$ cat config.mk
export PLATFORM = sky130hd
export DESIGN_NAME = midi_channel_message_parser
export DESIGN_NICKNAME = d
export VERILOG_FILES = /design/src/sv/mcmp_pkg.sv /design/src/sv/mcmp_decode.sv /design/src/sv/mcmp_out_reg.sv /design/src/sv/midi_channel_message_parser.sv
export SDC_FILE = /design/constraint.sdc
export NUM_CORES = 1
export LEC_CHECK = 0
export BUFFER_PORTS_ARGS = -buffer_cell sky130_fd_sc_hd__buf_4
export CAP_MARGIN = 25
export CORE_MARGIN = 5
export CORE_UTILIZATION = 40
export CTS_CLUSTER_SIZE = 24
export DETAILED_ROUTE_END_ITERATION = 8
export SLEW_MARGIN = 20
export SYNTH_ARGS = -nofsm -noshare
export SYNTH_HDL_FRONTEND = slang
export SYNTH_HIERARCHICAL = 1
export SYNTH_SLANG_ARGS = --single-unit
$ cat constraint.sdc
create_clock -name clk -period 2.85 [get_ports clk]
set_input_delay 0.1425 -clock clk [delete_from_list [all_inputs] [get_ports clk]]
set_output_delay 0.1425 -clock clk [all_outputs]
set_load 0.05 [all_outputs]
$ cat src/sv/mcmp_pkg.sv
// mcmp_pkg: shared types and codes for the MIDI channel message parser.
// Holds the command nibbles, the event kind codes and the event struct.
// No dependencies.
package mcmp_pkg;

  localparam logic [3:0] CMD_NOTE_OFF   = 4'h8;
  localparam logic [3:0] CMD_NOTE_ON    = 4'h9;
  localparam logic [3:0] CMD_POLY_PRESS = 4'hA;
  localparam logic [3:0] CMD_CTRL       = 4'hB;
  localparam logic [3:0] CMD_PROGRAM    = 4'hC;
  localparam logic [3:0] CMD_CHAN_PRESS = 4'hD;
  localparam logic [3:0] CMD_BEND       = 4'hE;
  localparam logic [3:0] CMD_SYSTEM     = 4'hF;

  localparam logic [7:0]  SYSEX_START   = 8'hF0;
  localparam logic [7:0]  SYSEX_END     = 8'hF7;
  localparam logic [7:0]  PRESS_MAX     = 8'h80;
  localparam logic [15:0] BEND_CENTRE   = 16'd8192;

  typedef enum logic [2:0] {
    KIND_NOTE_ON    = 3'd0,
    KIND_NOTE_OFF   = 3'd1,
    KIND_KEY_PRESS  = 3'd2,
    KIND_CHAN_PRESS = 3'd3,
    KIND_CTRL       = 3'd4,
    KIND_BEND       = 3'd5
  } kind_t;

  typedef struct packed {
    logic               valid;
    kind_t              kind;
    logic [3:0]         channel;
    logic [7:0]         key;
    logic signed [15:0] value;
  } event_t;

endpackage

$ cat src/sv/mcmp_decode.sv
// mcmp_decode: parser state machine and event decode for one staged byte.
// Depends on mcmp_pkg for command codes and the event struct.
module mcmp_decode (
  input  logic                 clk,
  input  logic                 rst,
  input  logic                 fire,
  input  logic [7:0]           rx_byte,
  output mcmp_pkg::event_t     ev
);

  typedef enum logic [3:0] {
    PH_IDLE  = 4'b0001,
    PH_D1    = 4'b0010,
    PH_D2    = 4'b0100,
    PH_SYSEX = 4'b1000
  } phase_t;

  phase_t     phase, phase_next;
  logic [3:0] held_command, held_command_next;
  logic [3:0] held_channel, held_channel_next;
  logic [7:0] first_data, first_data_next;

  logic       done;
  logic [7:0] d1, d2;

  always_ff @(posedge clk) begin
    if (rst) begin
      phase        <= PH_IDLE;
      held_command <= 4'h0;
      held_channel <= 4'h0;
      first_data   <= 8'h00;
    end else if (fire) begin
      phase        <= phase_next;
      held_command <= held_command_next;
      held_channel <= held_channel_next;
      first_data   <= first_data_next;
    end
  end

  // Next state; done marks a completed message whose data is d1/d2.
  always_comb begin
    phase_next        = phase;
    held_command_next = held_command;
    held_channel_next = held_channel;
    first_data_next   = first_data;
    done              = 1'b0;
    d1                = rx_byte;
    d2                = 8'h00;
    unique case (phase)
      PH_IDLE: begin
        if (rx_byte[7]) begin
          if (rx_byte[7:4] == mcmp_pkg::CMD_SYSTEM) begin
            if (rx_byte == mcmp_pkg::SYSEX_START) phase_next = PH_SYSEX;
          end else begin
            held_command_next = rx_byte[7:4];
            held_channel_next = rx_byte[3:0];
            phase_next        = PH_D1;
          end
        end
      end
      PH_D1: begin
        if (held_command == mcmp_pkg::CMD_PROGRAM ||
            held_command == mcmp_pkg::CMD_CHAN_PRESS) begin
          phase_next = PH_IDLE;
          done       = 1'b1;
        end else begin
          first_data_next = rx_byte;
          phase_next      = PH_D2;
        end
      end
      PH_D2: begin
        phase_next = PH_IDLE;
        done       = 1'b1;
        d1         = first_data;
        d2         = rx_byte;
      end
      PH_SYSEX: begin
        if (rx_byte == mcmp_pkg::SYSEX_END) phase_next = PH_IDLE;
      end
      default: phase_next = PH_IDLE;
    endcase
  end

  // Event fields from the latched command and the data bytes
  always_comb begin
    logic emit;
    emit     = 1'b0;
    ev.kind  = mcmp_pkg::KIND_NOTE_ON;
    ev.key   = d1;
    ev.value = 16'sd0;
    unique case (held_command)
      mcmp_pkg::CMD_NOTE_ON: begin
        emit     = 1'b1;
        ev.value = {8'h00, d2};
      end
      mcmp_pkg::CMD_NOTE_OFF: begin
        emit    = 1'b1;
        ev.kind = mcmp_pkg::KIND_NOTE_OFF;
      end
      mcmp_pkg::CMD_POLY_PRESS: begin
        emit = 1'b1;
        if (d2 == 8'h00) begin
          ev.kind = mcmp_pkg::KIND_NOTE_OFF;
        end else begin
          ev.kind  = mcmp_pkg::KIND_KEY_PRESS;
          ev.value = {8'h00, d2};
        end
      end
      mcmp_pkg::CMD_CHAN_PRESS: begin
        emit     = (d1 <= mcmp_pkg::PRESS_MAX);
        ev.kind  = mcmp_pkg::KIND_CHAN_PRESS;
        ev.key   = 8'h00;
        ev.value = {8'h00, d1};
      end
      mcmp_pkg::CMD_CTRL: begin
        emit     = 1'b1;
        ev.kind  = mcmp_pkg::KIND_CTRL;
        ev.value = {d2[7], d2, 7'b0000000};
      end
      mcmp_pkg::CMD_BEND: begin
        emit     = 1'b1;
        ev.kind  = mcmp_pkg::KIND_BEND;
        ev.key   = 8'h00;
        ev.value = {1'b0, d2, 7'b0000000} + {8'h00, d1} - mcmp_pkg::BEND_CENTRE;
      end
      default: emit = 1'b0;
    endcase
    ev.channel = held_channel;
    ev.valid   = fire && done && emit;
  end

endmodule

$ cat src/sv/mcmp_out_reg.sv
// mcmp_out_reg: result register holding one decoded event for the consumer.
// Depends on mcmp_pkg for the event struct.
module mcmp_out_reg (
  input  logic             clk,
  input  logic             rst,
  input  mcmp_pkg::event_t ev,
  output logic             can_take,
  output logic             event_valid,
  input  logic             event_ready,
  output mcmp_pkg::event_t held
);

  logic full, full_next;

  assign can_take    = !full || event_ready;
  assign event_valid = full;

  always_comb begin
    full_next = full;
    if (can_take) full_next = ev.valid;
  end

  always_ff @(posedge clk) begin
    if (rst) begin
      full <= 1'b0;
    end else begin
      full <= full_next;
    end
  end

  always_ff @(posedge clk) begin
    if (can_take && ev.valid) held <= ev;
  end

endmodule

$ cat src/sv/midi_channel_message_parser.sv
// MIDI channel message parser: one received byte per item in, decoded events out.
// An accepted byte is staged, then decoded into the result register (two register
// stages: input byte, result). Throughput: one byte per cycle unless held by
// a stalled result register; the decode between the stages is shallow.
// Reset (rst, synchronous): parser idle, held status and data cleared, stages empty.
// Depends on mcmp_pkg, mcmp_decode, mcmp_out_reg.
module midi_channel_message_parser (
  input  logic               clk,
  input  logic               rst,
  input  logic               rx_valid,
  output logic               rx_ready,
  input  logic [7:0]         rx_byte,
  output logic               event_valid,
  input  logic               event_ready,
  output logic [2:0]         event_kind,
  output logic [3:0]         midi_channel,
  output logic [7:0]         key_or_control,
  output logic signed [15:0] event_value
);

  // Input stage: one staged byte waiting to be parsed
  logic       stage_valid, stage_valid_next;
  logic [7:0] stage_byte;

  logic             can_take;
  logic             fire;
  mcmp_pkg::event_t ev;
  mcmp_pkg::event_t held;

  // The staged byte is parsed only when the result register can take its
  // event, so parser state never runs ahead of a stalled result.
  assign fire     = stage_valid && can_take;
  assign rx_ready = !stage_valid || fire;

  always_comb begin
    stage_valid_next = stage_valid;
    if (rx_ready) stage_valid_next = rx_valid;
  end

  always_ff @(posedge clk) begin
    if (rst) begin
      stage_valid <= 1'b0;
    end else begin
      stage_valid <= stage_valid_next;
    end
  end

  always_ff @(posedge clk) begin
    if (rx_valid && rx_ready) stage_byte <= rx_byte;
  end

  // Parser state machine and event decode
  mcmp_decode u_decode (
    .clk     (clk),
    .rst     (rst),
    .fire    (fire),
    .rx_byte (stage_byte),
    .ev      (ev)
  );

  // Result register; it frees itself in the same cycle it is taken
  mcmp_out_reg u_out (
    .clk         (clk),
    .rst         (rst),
    .ev          (ev),
    .can_take    (can_take),
    .event_valid (event_valid),
    .event_ready (event_ready),
    .held        (held)
  );

  assign event_kind     = held.kind;
  assign midi_channel   = held.channel;
  assign key_or_control = held.key;
  assign event_value    = held.value;

endmodule
==> results.tsv <==
metric	value	unit
Tmin final	2.58	ns
Worst Hold Class	in2reg	
GP Congestion	0.818	
Reg area	0.00161	mm2
Clock power frac	0.427	
total CTS buffers	9	
grt total ovfl	0	
total die area	0.00903	mm2
setup TNS	0	ns
Max Clk Rate	388	MHz
first-pass GRT wire length	10300	um
Final ANT Viol Nets	0	
multi-input combinational cell area	0.00115	mm2
Critical R2R Capture	u_out/held[10]$_DFFE_PP_	
gr usage total	0.151	
outcome	finished clean	
# rows	31	
die width	95.0	um
Root Buffer	clkbuf_8	
chip height	95.0	um
Avg Inst Size Synth	11.1	um2
critical path endpoint category	flip-flop	
H-tree Lvls	3	
Avg WL per Cell	15.1	um
yosys warns	6	
Net Switching	426	uW
Post-Route WL	6260	um
Ports	45	
pin count of the biggest net entering global routing	32	
CTS Buffer Depth	2	
NumNets Final	324	
Worst R2R Start	u_decode/first_data[6]$_SDFFE_PP0P_	
hold buffer count at CTS	8	
vias in the first global route	2043	
Slew Viols, Final	0	
hold_sp	rx_valid	
Worst-Margin Slew	0.634	ns
Critical Setup Path Class	reg2reg	
IO Port Bufs	44	
Detailed Place HPWL	4190	um
path depth of the worst reg2reg path	5	
Synth Net Count	274	
Mapped Area	0.00289	mm2
clk slew on worst S/H paths	0.08	ns
Slew headroom	0.577	
Worst R2R Setup Slack	0.27	ns
max cap viols	0	
Fin. Hold Viols	0	
n_diodes	0	
Starting Density	0.405	
RSZ-0062 raised after global routing	false	
final setup violation count	0	
Net Sw Frac	0.221	
Layout Utilization	0.506	
peak supply drop	0.214	mV
CP startpoint kind	flip-flop	
Crit Path Max Fanout	31	
CTS resizes	0	
Crit path required time	2.84	ns
fraction of layout cells with a size suffix above 1	0.266	
Hold EP	stage_valid$_SDFFE_PP0P_	
DRC	0	
# fillers	676	
CTS tree	done	
initial antenna violation count	0	
PwrDens	534	mW/mm2
register share of total power	0.504	
Logic pwr share	0.068	
synthesis-to-finish area growth	24.8	%
drt pass-1 iters	4	
period utilization	0.904	
Worst EP arrival	2.57	ns
P_int	1500	uW
cell count after synthesis	261	
P_leak	0.00146	uW
clk sinks	61	
hold path cells	3	
crit path from	u_decode/first_data[6]$_SDFFE_PP0P_	
core box area	0.00714	mm2
vias	2134	
via/cell ratio	5.14	
Post-Route Skew	0.0141	ns
DR iter-0 viols	166	
setup repair bufs after CTS	0	
clock insertion delay at the later pin of the skew report	0.34	ns
## how the worst max path moves through the flow
stage / to / slack (ns) / cells past startpoint
after floorplan: u_out/held[0]$_DFFE_PP_ / 0.39 / 6
after detailed placement: u_out/held[19]$_DFFE_PP_ / 0.29 / 5
after global placement: u_out/held[4]$_DFFE_PP_ / 0.41 / 5
after CTS: u_out/held[12]$_DFFE_PP_ / 0.25 / 5
after global routing: u_out/held[10]$_DFFE_PP_ / 0.15 / 5
final: u_out/held[10]$_DFFE_PP_ / 0.27 / 5
## layer usage
layer / track usage / routed length [um]
met1: 0.197 / 2820
met2: 0.233 / 2890
met3: 0.0331 / 417
met4: 0.0865 / 141
met5: 0 / 0
## placed cells by master (no fill, tap or decap), types with 2 or more instances in the layout
master	n
o221ai_1	2
nand3b_1	3
clkinv_2	2
clkbuf_8	9
a22o_1	9
nand4b_1	2
a21oi_1	10
nor4b_1	3
dlygate4sd3_1	8
nor2b_1	5
and2_4	2
mux2i_1	18
a21boi_1	2
dfxtp_1	22
bufinv_16	2
nand2b_4	2
buf_4	55
o31a_1	2
nand2b_1	4
o22ai_1	3
and4_1	2
edfxtp_1	39
nand3_1	6
o21ai_0	5
nor2_1	26
nand2_1	29
xor2_1	2
nand4_1	2
a21oi_2	2
inv_1	5
a22oi_1	2
and3_1	2
## metrics by stage
stage	std cells	total power (uW)	hold slack [ns]	cell area (um2)	worst slack, ns
floorplan	261	1070	0.205	2890	0.386
global placement	391	1110	0.321	3320	0.409
detailed placement	391	1120	0.322	3320	0.293
CTS	415	1950	0.0448	3610	0.253
global route	415	2000	0.0572	3610	0.153
finish	415	1930	0.0543	3610	0.274
## registers in the layout, summed over array words and instances, names as in the netlist
signal / flops
stage_byte: 8
stage_valid: 1
u_decode/first_data: 8
u_decode/held_channel: 4
u_decode/held_command: 4
u_decode/phase: 4
u_out/event_valid: 1
u_out/held: 31
## cell type report
class / instances / area share
multi-input cells: 171 / 0.318
well taps: 99 / 0.0343
clock buffers: 9 / 0.0343
clock inverters: 7 / 0.0249
flip-flops and latches: 61 / 0.446
inverters: 5 / 0.00520
repair buffers: 63 / 0.137
## critical path, cell delays in order, from the launching register on
cell and delay (ns):
dfxtp_1 0.34, or4_1 0.54, nor4_1 0.27, o221ai_1 0.18
a311oi_1 0.41, and2_4 0.47
## power groups by stage
| stage | Clock (uW) | Combinational (uW) | Sequential (uW) |
|---|---|---|---|
| after floorplan | 0 | 87.9 | 980 |
| after global placement | 0 | 123 | 991 |
| after detailed placement | 0 | 123 | 992 |
| after CTS | 844 | 133 | 972 |
| after global routing | 874 | 146 | 975 |
| final | 824 | 132 | 973 |
Power figures use the tool's default switching activity.
